==> src/rtl/bpa_pkg.sv <==
// ----------------------------------------------------------------------------
// bpa_pkg
// Shared types, codes and defaults for the buddy page allocator.
// ----------------------------------------------------------------------------
package bpa_pkg;

   localparam int BPA_NUM_PAGES  = 4096;
   localparam int BPA_TOP_ORDER  = 6;
   localparam int BPA_PAGE_BYTES = 4096;
   localparam int BPA_PAGE_W     = 12;

   localparam logic OP_ALLOC = 1'b0;
   localparam logic OP_FREE  = 1'b1;

   localparam logic [1:0] ST_OK        = 2'd0;
   localparam logic [1:0] ST_TOO_LARGE = 2'd1;
   localparam logic [1:0] ST_NO_FREE   = 2'd2;
   localparam logic [1:0] ST_BAD_FREE  = 2'd3;

   localparam int CMD_W = 5;
   localparam logic [CMD_W-1:0] CMD_NONE    = 5'd0;
   localparam logic [CMD_W-1:0] CMD_INIT    = 5'd1;
   localparam logic [CMD_W-1:0] CMD_LATCH   = 5'd2;
   localparam logic [CMD_W-1:0] CMD_A_LVL   = 5'd3;
   localparam logic [CMD_W-1:0] CMD_A_HEAD  = 5'd4;
   localparam logic [CMD_W-1:0] CMD_UL_R    = 5'd5;
   localparam logic [CMD_W-1:0] CMD_UL_W1   = 5'd6;
   localparam logic [CMD_W-1:0] CMD_UL_W2   = 5'd7;
   localparam logic [CMD_W-1:0] CMD_A_SPLIT = 5'd8;
   localparam logic [CMD_W-1:0] CMD_A_GRANT = 5'd9;
   localparam logic [CMD_W-1:0] CMD_F_READ  = 5'd10;
   localparam logic [CMD_W-1:0] CMD_F_CHK   = 5'd11;
   localparam logic [CMD_W-1:0] CMD_F_BUD   = 5'd12;
   localparam logic [CMD_W-1:0] CMD_F_MERGE = 5'd13;
   localparam logic [CMD_W-1:0] CMD_F_FIN   = 5'd14;
   localparam logic [CMD_W-1:0] CMD_PUSH1   = 5'd15;
   localparam logic [CMD_W-1:0] CMD_PUSH2   = 5'd16;
   localparam logic [CMD_W-1:0] CMD_ERR     = 5'd17;
   localparam logic [CMD_W-1:0] CMD_RSP     = 5'd18;

   typedef struct packed {
      logic        opcode;
      logic [31:0] request_size;
      logic [11:0] page_index;
   } req_type;

   typedef struct packed {
      logic [1:0]  status;
      logic [11:0] granted_page;
      logic [2:0]  granted_order;
   } rsp_type;

   typedef struct packed {
      logic [CMD_W-1:0] code;
      logic [1:0]       err;
   } bpa_cmd_type;

   typedef struct packed {
      logic init_last;
      logic is_alloc;
      logic fits;
      logic found;
      logic idx_ok;
      logic free_ok;
      logic bud_go;
      logic bud_ok;
      logic split_more;
      logic up_ok;
      logic rsp_busy;
   } bpa_stat_type;

endpackage

==> src/rtl/bpa_ctrl.sv <==
// ----------------------------------------------------------------------------
// bpa_ctrl
// Sequencer: walks init sweep, split and merge steps, issues datapath commands.
// ----------------------------------------------------------------------------
module bpa_ctrl (
   input  logic                  clock,
   input  logic                  reset,
   input  logic                  req_valid,
   output logic                  req_ready,
   input  bpa_pkg::bpa_stat_type stat,
   output bpa_pkg::bpa_cmd_type  cmd
);
   import bpa_pkg::*;

   localparam logic [3:0] S_INIT    = 4'd0;
   localparam logic [3:0] S_IDLE    = 4'd1;
   localparam logic [3:0] S_DECODE  = 4'd2;
   localparam logic [3:0] S_A_HEAD  = 4'd3;
   localparam logic [3:0] S_UL_R    = 4'd4;
   localparam logic [3:0] S_UL_W1   = 4'd5;
   localparam logic [3:0] S_UL_W2   = 4'd6;
   localparam logic [3:0] S_A_SPLIT = 4'd7;
   localparam logic [3:0] S_F_CHK   = 4'd8;
   localparam logic [3:0] S_F_BUD   = 4'd9;
   localparam logic [3:0] S_F_BCHK  = 4'd10;
   localparam logic [3:0] S_F_MERGE = 4'd11;
   localparam logic [3:0] S_F_FIN   = 4'd12;
   localparam logic [3:0] S_PUSH1   = 4'd13;
   localparam logic [3:0] S_PUSH2   = 4'd14;
   localparam logic [3:0] S_DONE    = 4'd15;

   logic [3:0] state_ff, state_in;

   assign req_ready = (state_ff == S_IDLE);

   always_comb begin
      state_in = state_ff;
      cmd.code = CMD_NONE;
      cmd.err  = ST_OK;
      case (state_ff)
         S_INIT: begin
            cmd.code = CMD_INIT;
            if (stat.init_last) state_in = S_IDLE;
         end
         S_IDLE: begin
            if (req_valid) begin
               cmd.code = CMD_LATCH;
               state_in = S_DECODE;
            end
         end
         S_DECODE: begin
            if (stat.is_alloc) begin
               if (!stat.fits) begin
                  cmd.code = CMD_ERR;
                  cmd.err  = ST_TOO_LARGE;
                  state_in = S_DONE;
               end else if (!stat.found) begin
                  cmd.code = CMD_ERR;
                  cmd.err  = ST_NO_FREE;
                  state_in = S_DONE;
               end else begin
                  cmd.code = CMD_A_LVL;
                  state_in = S_A_HEAD;
               end
            end else if (!stat.idx_ok) begin
               cmd.code = CMD_ERR;
               cmd.err  = ST_BAD_FREE;
               state_in = S_DONE;
            end else begin
               cmd.code = CMD_F_READ;
               state_in = S_F_CHK;
            end
         end
         S_A_HEAD: begin
            cmd.code = CMD_A_HEAD;
            state_in = S_UL_R;
         end
         S_UL_R: begin
            cmd.code = CMD_UL_R;
            state_in = S_UL_W1;
         end
         S_UL_W1: begin
            cmd.code = CMD_UL_W1;
            state_in = S_UL_W2;
         end
         S_UL_W2: begin
            cmd.code = CMD_UL_W2;
            state_in = stat.is_alloc ? S_A_SPLIT : S_F_MERGE;
         end
         S_A_SPLIT: begin
            if (stat.split_more) begin
               cmd.code = CMD_A_SPLIT;
               if (stat.up_ok) state_in = S_PUSH1;
            end else begin
               cmd.code = CMD_A_GRANT;
               state_in = S_DONE;
            end
         end
         S_F_CHK: begin
            if (!stat.free_ok) begin
               cmd.code = CMD_ERR;
               cmd.err  = ST_BAD_FREE;
               state_in = S_DONE;
            end else begin
               cmd.code = CMD_F_CHK;
               state_in = S_F_BUD;
            end
         end
         S_F_BUD: begin
            if (stat.bud_go) begin
               cmd.code = CMD_F_BUD;
               state_in = S_F_BCHK;
            end else begin
               state_in = S_F_FIN;
            end
         end
         S_F_BCHK: begin
            state_in = stat.bud_ok ? S_UL_R : S_F_FIN;
         end
         S_F_MERGE: begin
            cmd.code = CMD_F_MERGE;
            state_in = S_F_BUD;
         end
         S_F_FIN: begin
            cmd.code = CMD_F_FIN;
            state_in = S_PUSH1;
         end
         S_PUSH1: begin
            cmd.code = CMD_PUSH1;
            state_in = S_PUSH2;
         end
         S_PUSH2: begin
            cmd.code = CMD_PUSH2;
            state_in = stat.is_alloc ? S_A_SPLIT : S_DONE;
         end
         S_DONE: begin
            if (!stat.rsp_busy) begin
               cmd.code = CMD_RSP;
               state_in = S_IDLE;
            end
         end
         default: state_in = S_INIT;
      endcase
   end

   always_ff @(posedge clock) begin
      if (reset) state_ff <= S_INIT;
      else       state_ff <= state_in;
   end
endmodule

==> config.mk <==
export PLATFORM = sky130hd
export DESIGN_NAME = bpa_ctrl
export DESIGN_NICKNAME = d
export VERILOG_FILES = /design/src/rtl/bpa_pkg.sv /design/src/rtl/bpa_ctrl.sv
export SDC_FILE = /design/constraint.sdc
export NUM_CORES = 1
export LEC_CHECK = 0
export CAP_MARGIN = 15
export CORE_MARGIN = 5
export CORE_UTILIZATION = 45
export DETAILED_ROUTE_END_ITERATION = 8
export DONT_BUFFER_PORTS = 1
export PLACE_DENSITY = 0.59
export SETUP_SLACK_MARGIN = 0.3
export SYNTH_ARGS = -nofsm -noshare
export SYNTH_HDL_FRONTEND = slang
export SYNTH_SLANG_ARGS = --single-unit
==> constraint.sdc <==
create_clock -name clock -period 1.4 [get_ports clock]
set_input_delay 0 -clock clock [delete_from_list [all_inputs] [get_ports clock]]
set_output_delay 0 -clock clock [all_outputs]
set_load 0.01 [all_outputs]
=== After elaboration in Yosys (flattened, before gate mapping) ===
Index checks and enable logic that the tools add are counted.

* Register bits: 4
* Bits of input ports: 14
* Output and inout bits: 8
* Word-level logic and storage cells: 51

* Eq/ne operators: 19
* Mux-type cells: 29
* Reduce and logical (&&, ||, !) cells: 2

{| class="wikitable"
|+ Operator list
! cell !! number
|-
| case mux 5 bit (15 select lines) || 1
|-
| case mux 4 bit (16 select lines) || 1
|-
| 2-to-1 mux 4 bit || 12
|-
| == test 4 bit, second input constant || 8
|-
| 2-to-1 mux 5 bit || 4
|-
| == test 4 x 3 -> 1 bit, second input constant || 4
|-
| 2-to-1 mux 7 bit || 2
|-
| 2-to-1 mux 3 bit || 3
|-
| == test 4 x 2 -> 1 bit, second input constant || 2
|-
| 2-to-1 mux 2 bit || 4
|-
| != test 2 bit, second input constant || 3
|-
| == test 4 x 1 -> 1 bit, second input constant || 1
|-
| logical NOT 4 bit || 1
|-
| case mux 2 bit (2 select lines) || 1
|-
| AND reduction 4 bit || 1
|-
| != test 3 bit, second input constant || 1
|-
| 2-to-1 mux 1 bit || 1
|}

=== Longest topological paths before layout ===
Gate-level depths: netlist (run 1).

* Depth after elaboration: 4
* Gate-level depth with buffers: 7
* Mapped depth without buffers: 5

=== Worst setup path before layout (run 1) ===
OpenSTA, ideal clock, no wires.

* Path type: register -> register
* Start: register state_ff[2]
* End: register state_ff[2]
* Library setup time: 0.067 ns
* Arrival: 1.225 ns
* Data required time: 1.333 ns
* Path slack: 0.108 ns
* Cell stages (with the launch flop): 7
* Path buffers: 1
* Clock period less this slack: 1.292 ns
* Path through: dfxtp_1 buf_6 or2_4 nor3_4 o2bb2ai_2 a211oi_1 o21ai_2

* Word-level cells in the longest chain between the ends: 3
* Elaborated cells on any way between the ends: 22
* Those cells by class: 19 x eq/ne; 1 x mux; 2 x reduce/logical

{| class="wikitable"
|+ RTL lines
! element !! line !! source
|-
| start, declared || bpa_ctrl.sv:32 || <nowiki>logic [3:0] state_ff, state_in;</nowiki>
|-
| start signal, assigned || bpa_ctrl.sv:148 || <nowiki>else state_ff <= state_in;</nowiki>
|-
| == test 4 x 3 -> 1 bit (tied with other cells) || bpa_ctrl.sv:40 || <nowiki>case (state_ff)</nowiki>
|-
| != test 3 bit (no line) or != test 2 bit (tied branches) || -- ||
|-
| AND reduction 4 bit (no line) || -- ||
|}

Several ways; a longest one is shown, not always the timed one.
A chain may end at the register's enable or synchronous reset.

==> reports/metrics.yaml, run 1 <==
clock_network:
  cts_tree: "done"
  clk_latency_ns: 0.24
  cts-root-buf: "clkbuf_4"
  clk_transition_reported_paths_ns: 0.03
  clkSinkCount: 4
  htree_levels: 1
  ctsLongestPathBuffers: 2
  cts_made_buffers: 3
setup_path:
  crit_fanout: 11
  r2r_start: "state_ff[2]"
  startpoint: "state_ff[2]"
  critPathKind: "reg2out"
  cp-end-kind: "output pin"
  arrival_ns: 1.52
  crit_path_start_kind: "register"
  cp.required_ns: 1.40
  reg2reg_setup_slack_ns: -0.03
synth:
  synth_edf_count: 0
  synth_seq_cells: 4
  synth_simple_gate_area_frac: 0.3525
  synth_area_leaders: "dfxtp_1 (12%), a21oi_1 (5.8%), o21ai_0 (5.8%)"
  ys_warn_count: 0
  yosysUniqueCellTypes: 43
  synth-xor-area-share: 0
  syn_nets: 113
  synth_fa_ha_area_frac: 0
  synth_top_cell_area_share: 0.1151
  ys_async_sr_fraction: 0
  syn_area_um2: 695.7
  ys_seq_area_frac: 0.1151
  synth_top_area_cell: "dfxtp_1"
  synthCells: 99
  avgSynthCellArea_um2: 7.027
  synthMuxAreaShare: 0.01439
  synth-main-ff-cell: "dfxtp_1"
  synth-compound-area-share: 0.4029
  synth_top_family_by_area: "compound AO/OA/AOI/OAI gates"
routing:
  avgViaCountPerCell: 6.229
  drtPass1Iterations: 4
  vias: 872
  drc: 0
  ant_nets: 0
  drt_iter0_drc: 19
  routed_wl_um: 2374
  wl_per_cell_um: 16.96
global_route:
  grt.overflow.total: 0
  antenna_found_initial: 0
  grt_max_degree: 13
  grt_pass1_wl_um: 4015
  track_usage: 0.2091
  grt_pass1_vias: 872
sta:
  fmax_ghz: 0.6560
  slew_viol_final: 0
  hold_viol: 0
  skew_ns: 0.01125
  max_slew_margin: 0.7451
  fin_crit_ns: 1.524
  timing.final.crit_share: 1.089
  setup_ws_ns: -0.1245
  setup_viol: 7
  tightest_slew_ns: 0.3815
  rsz0062_at_grt: "true"
  finalSetupTns_ns: -0.4255
  hold_ws_ns: 0.1383
outcome:
  status: "finished with violations"
  failed_checks: "setup timing"
floorplan:
  boundaryPins: 22
  die_x_um: 49.32
  std_cell_rows: 14
  coreArea_um2: 1489
  start_util: 0.4672
  dieArea_um2: 2432
  dieHeight_um: 49.32
place:
  numPlacedInstances: 128
  port_buffers: 0
  placed_cell_area_um2: 857.1
  hpwl_um: 1683
  gp_congestion: 0.8985
cells_and_area:
  largest_reg_flops: 4
  largest_registers: "state_ff: 4 flops"
  layout.nets: 140
  largest_register: "state_ff"
  n_antenna_cell: 0
  instances_no_fill: 140
  final_cell_mix: "buf_4 (21), a21oi_1 (6), o21ai_0 (6)"
  drive_gt1_frac: 0.4919
  final_area_um2: 1092
  area_growth_pct: 57.01
  final_common_cell: "buf_4"
power:
  cellLeakagePower_nw: 0.4320
  peakVddDrop_v: 0.0005489
  powerDensity_nw_per_um2: 580.0
  total_power_mw: 0.6335
min_path:
  hp-class: "in2reg"
  min-delay-start: "stat[1]"
job:
  drv_cap: 0
through the flow:
stage          utilization  setup slack, ns
6_report            0.7336          -0.1245
3_3_place_gp        0.5756         -0.03632
2_1_floorplan            -           0.1273
4_1_cts             0.7042         -0.09183
3_5_place_dp        0.5756         -0.02902
5_1_grt             0.7336          -0.1707
critical path, stage by stage (launching register included):
cell	delay (ns)
dfxtp_4	0.35
buf_12	0.14
and2_4	0.16
a211oi_4	0.21
a21oi_2	0.05
or3_4	0.38
cell type report:
class,count,area [um^2]
clock buffers,3,22.52
multi-input cells,81,639.4
inverters,6,30.03
flip-flops and latches,4,95.09
fillers,112,396.6
well taps,16,20.02
repair buffers,30,285.3
layer usage:
metal  part of all wire  global-route usage  up-vias
met1               0.38              0.2386      398
li1                   -                   -      422
met3              0.079             0.05505       10
met5                  0                   0        -
met4              0.035              0.1300        0
met2               0.51              0.3391       42
report_power, final:
part | internal [mW] | switching (mW) | total, mW
Sequential | 0.121 | 0.0174 | 0.138
Clock | 0.0957 | 0.0456 | 0.141
Combinational | 0.187 | 0.168 | 0.354
Total | 0.403 | 0.231 | 0.634
kinds of logic after synthesis:
group | count (synthesis)
buffers and inverters | 14
muxes | 1
DFF | 4
AOI/OAI and AO/OA | 40
and+or+nand+nor | 40
Yosys cell counts (2+ instances only):
cell      number
o21ai_1        2
buf_6          2
a211oi_1       2
buf_4          2
a211o_1        2
inv_1          6
nor2b_1        4
and2_0         2
or3_1          2
dfxtp_1        4
o21ai_0        8
nor4_2         2
nor3_1         3
a31oi_1        2
nor2_1         5
o22ai_1        2
a21o_1         2
nand2b_1       4
nand2_1        6
buf_2          4
a21oi_1        8
nand3_1        4
worst paths after layout:
kind                                     to  cells past startpoint
worst max-delay path                 cmd[2]                      5
worst min-delay path            state_ff[2]                      4
worst max register to register  state_ff[0]                      7
worst min register to register  state_ff[0]                      3
repair_timing:
action                                  in CTS  in global routing
cloned                                       0                  0
hold buffers                                 3                  0
endpoints found under the setup margin      12                 12
resized for setup                           28                  9
endpoints found under the hold margin        4                  0
setup buffers                                6                  0
pin swaps                                    7                  5
Power figures use the tool's default switching activity.
==> run 2, diff against run 1 <==
ABC_AREA = 1   (was not set)
==> reports/metrics.yaml, run 2 <==
cells_and_area:
  layout.nets: 157  # +12%
  area_growth_pct: 66.80
  multiInputGateArea_um2: 664.4  # +3.9%
  final_common_cell: "nand2_1"
  largest_reg_flops: 4  # unchanged
  n_antenna_cell: 0  # unchanged
  drive_gt1_frac: 0.5141  # +0.02215
  regArea_um2: 95.09  # unchanged
  largest_register: "state_ff"
  nFillCells: 92  # -18%
  final_cell_mix: "nand2_1 (27), inv_1 (12), buf_4 (12)"
  utilization: 0.7971  # +0.06350
  final_area_um2: 1037  # -5.0%
  largest_registers: "state_ff: 4 flops"
min_path:
  whs_path_depth: 4  # unchanged
  hp-class: "in2reg"
setup_path:
  cp.required_ns: 1.40  # about the same
  arrival_ns: 1.42  # -0.10 ns
  crit_path_start_kind: "register"
  critPathKind: "reg2out"
  crit_fanout: 5  # -6
  cp-end-kind: "output pin"
  reg2reg_depth: 10  # +3
synth:
  synth_top_cell_area_share: 0.2475  # +0.1324
  syn_nets: 135  # +19%
  yosys.cell_count.top_type: "nand2_1"
  ys_seq_area_frac: 0.1288  # +0.01366
  synthTopCellsByCount: "nand2_1 (41), inv_1 (19), nor2_1 (12)"
  synth_area_leaders: "nand2_1 (25%), dfxtp_1 (13%), inv_1 (11%)"
  synth_top_area_cell: "nand2_1"
  synth_edf_count: 0  # unchanged
  synthCells: 121  # +22%
  synth_seq_cells: 4  # unchanged
  avgSynthCellArea_um2: 5.139  # -27%
  ys_warn_count: 0  # unchanged
  synth-main-ff-cell: "dfxtp_1"
  syn_area_um2: 621.8  # -11%
  ys_async_sr_fraction: 0  # unchanged
  yosysUniqueCellTypes: 19  # -56%
floorplan:
  start_util: 0.4779  # +0.01066
  dieArea_um2: 2225  # -8.5%
  boundaryPins: 22  # unchanged
  std_cell_rows: 13  # -1
  coreArea_um2: 1301  # -13%
  dieHeight_um: 47.18  # -4.3%
  die_x_um: 47.18  # -4.3%
routing:
  drc: 0  # unchanged
  drt_iter0_drc: 35  # +16
  vias: 934  # +7.1%
  wl_per_cell_um: 16.82  # -0.80%
  avgViaCountPerCell: 5.949  # -4.5%
  drtPass1Iterations: 4  # unchanged
  ant_nets: 0  # unchanged
  routed_wl_um: 2641  # +11%
outcome:
  failed_checks: "setup timing"
  status: "finished with violations"
clock_network:
  clk_transition_reported_paths_ns: 0.04  # about the same
  clk_latency_ns: 0.23  # about the same
  cts_made_buffers: 3  # unchanged
  ctsLongestPathBuffers: 2  # unchanged
  htree_levels: 1  # unchanged
  cts_tree: "done"
  clkSinkCount: 4  # unchanged
  cts-root-buf: "clkbuf_4"
sta:
  fmax_ghz: 0.7050  # +7.5%
  hold_viol: 0  # unchanged
  tightest_slew_ns: 0.2855  # -0.09605 ns
  slew_viol_final: 0  # unchanged
  timing.final.crit_share: 1.013  # -0.07566
  skew_ns: 0.007681  # -0.003566 ns
  max_slew_margin: 0.8081  # +0.06297
  rsz0062_at_grt: "true"
  setup_viol: 1  # -6
  setup_ws_ns: -0.01853  # +0.1059 ns
  fin_crit_ns: 1.419  # -0.1059 ns
place:
  hpwl_um: 1597  # -5.1%
  placed_cell_area_um2: 668.1  # -22%
  gp_congestion: 0.9852  # +9.6%
  port_buffers: 0  # unchanged
global_route:
  grt_pass1_vias: 895  # +2.6%
  grt_max_degree: 7  # -6
  track_usage: 0.2560  # +0.04689
  grt_pass1_wl_um: 3905  # -2.7%
  antenna_found_initial: 0  # unchanged
  grt.overflow.total: 0  # unchanged
power:
  powerDensity_nw_per_um2: 2076  # +260%
  total_power_mw: 2.153  # +240%
  peakVddDrop_v: 0.001353  # +150%
  cellLeakagePower_nw: 0.5366  # +24%
job:
  drv_cap: 0  # unchanged
==> run 2: cell count changes after synthesis, moves of 4 or more <==
cell      delta
nand2b_1     -4
nor2b_1      -4
nand2_1     +35
inv_1       +13
nor2_1       +7
buf_2        -4
nand3_1      +7
nor2_4       +4
==> run 2: layout make-up <==
cell class              instances  area share
flip-flops and latches          4     0.09168
multi-input cells              97      0.6405
clock buffers                   4     0.02533
repair buffers                 17      0.1472
inverters                      20     0.07720
well taps                      15     0.01809
==> run 2: cell families (layout without fill, tap and decap cells) <==
family,count (synthesis),in the layout,share of synthesized area
AO/OA/AOI/OAI,17,17,0.1489
AND/OR/NAND/NOR,80,80,0.6016
buffers and inverters,20,41,0.1207
flip-flops,4,4,0.1288
==> run 2: power breakdown <==
| part | internal [mW] | switching [mW] |
|---|---|---|
| registers | 0.194 | 0.139 |
| logic | 0.674 | 0.993 |
| clock network | 0.107 | 0.0460 |
| total | 0.975 | 1.18 |
==> run 2: path summary, 6_finish.rpt <==
kind               start     endpoint  slack, ns
min             stat[10]  state_ff[0]       0.01
min reg2reg  state_ff[2]  state_ff[1]       0.75
max reg2reg  state_ff[0]  state_ff[2]       0.02
max          state_ff[3]       cmd[3]      -0.02
==> run 2: layer usage <==
metal / GRT usage / part of all wire / vias to the layer above
met4: 0.1657 / 0.031 / 0
met3: 0.04215 / 0.068 / 11
met1: 0.2735 / 0.37 / 437
met2: 0.4580 / 0.53 / 47
met5: 0 / 0 / -
li1: - / - / 439
==> run 2: what timing repair did <==
action	CTS	global route
cloned	0	0
endpoints found under the hold margin	4	1
buffers inserted	12	2
hold buffers	1	1
endpoints found under the setup margin	12	12
pin swaps	11	5
gates resized for setup	45	16
==> run 2: through the flow <==
step           setup slack (ns)  hold WS (ns)   TNS, ns  cells
2_1_floorplan            0.2790       0.05936         0    121
3_3_place_gp            0.08068       0.05986         0    137
3_5_place_dp            0.08057       0.06359         0    137
4_1_cts                 0.05528      -0.06109         0    154
5_1_grt                -0.08285       0.02381   -0.3033    157
6_report               -0.01853       0.01076  -0.01853    157
==> run 2: worst max-delay path, stage by stage (launching register included) <==
cell and delay (ns):
dfxtp_4 0.37, nor2_2 0.27, nand2_2 0.13, inv_2 0.08
buf_6 0.10, nand2_1 0.08, nand4_1 0.17
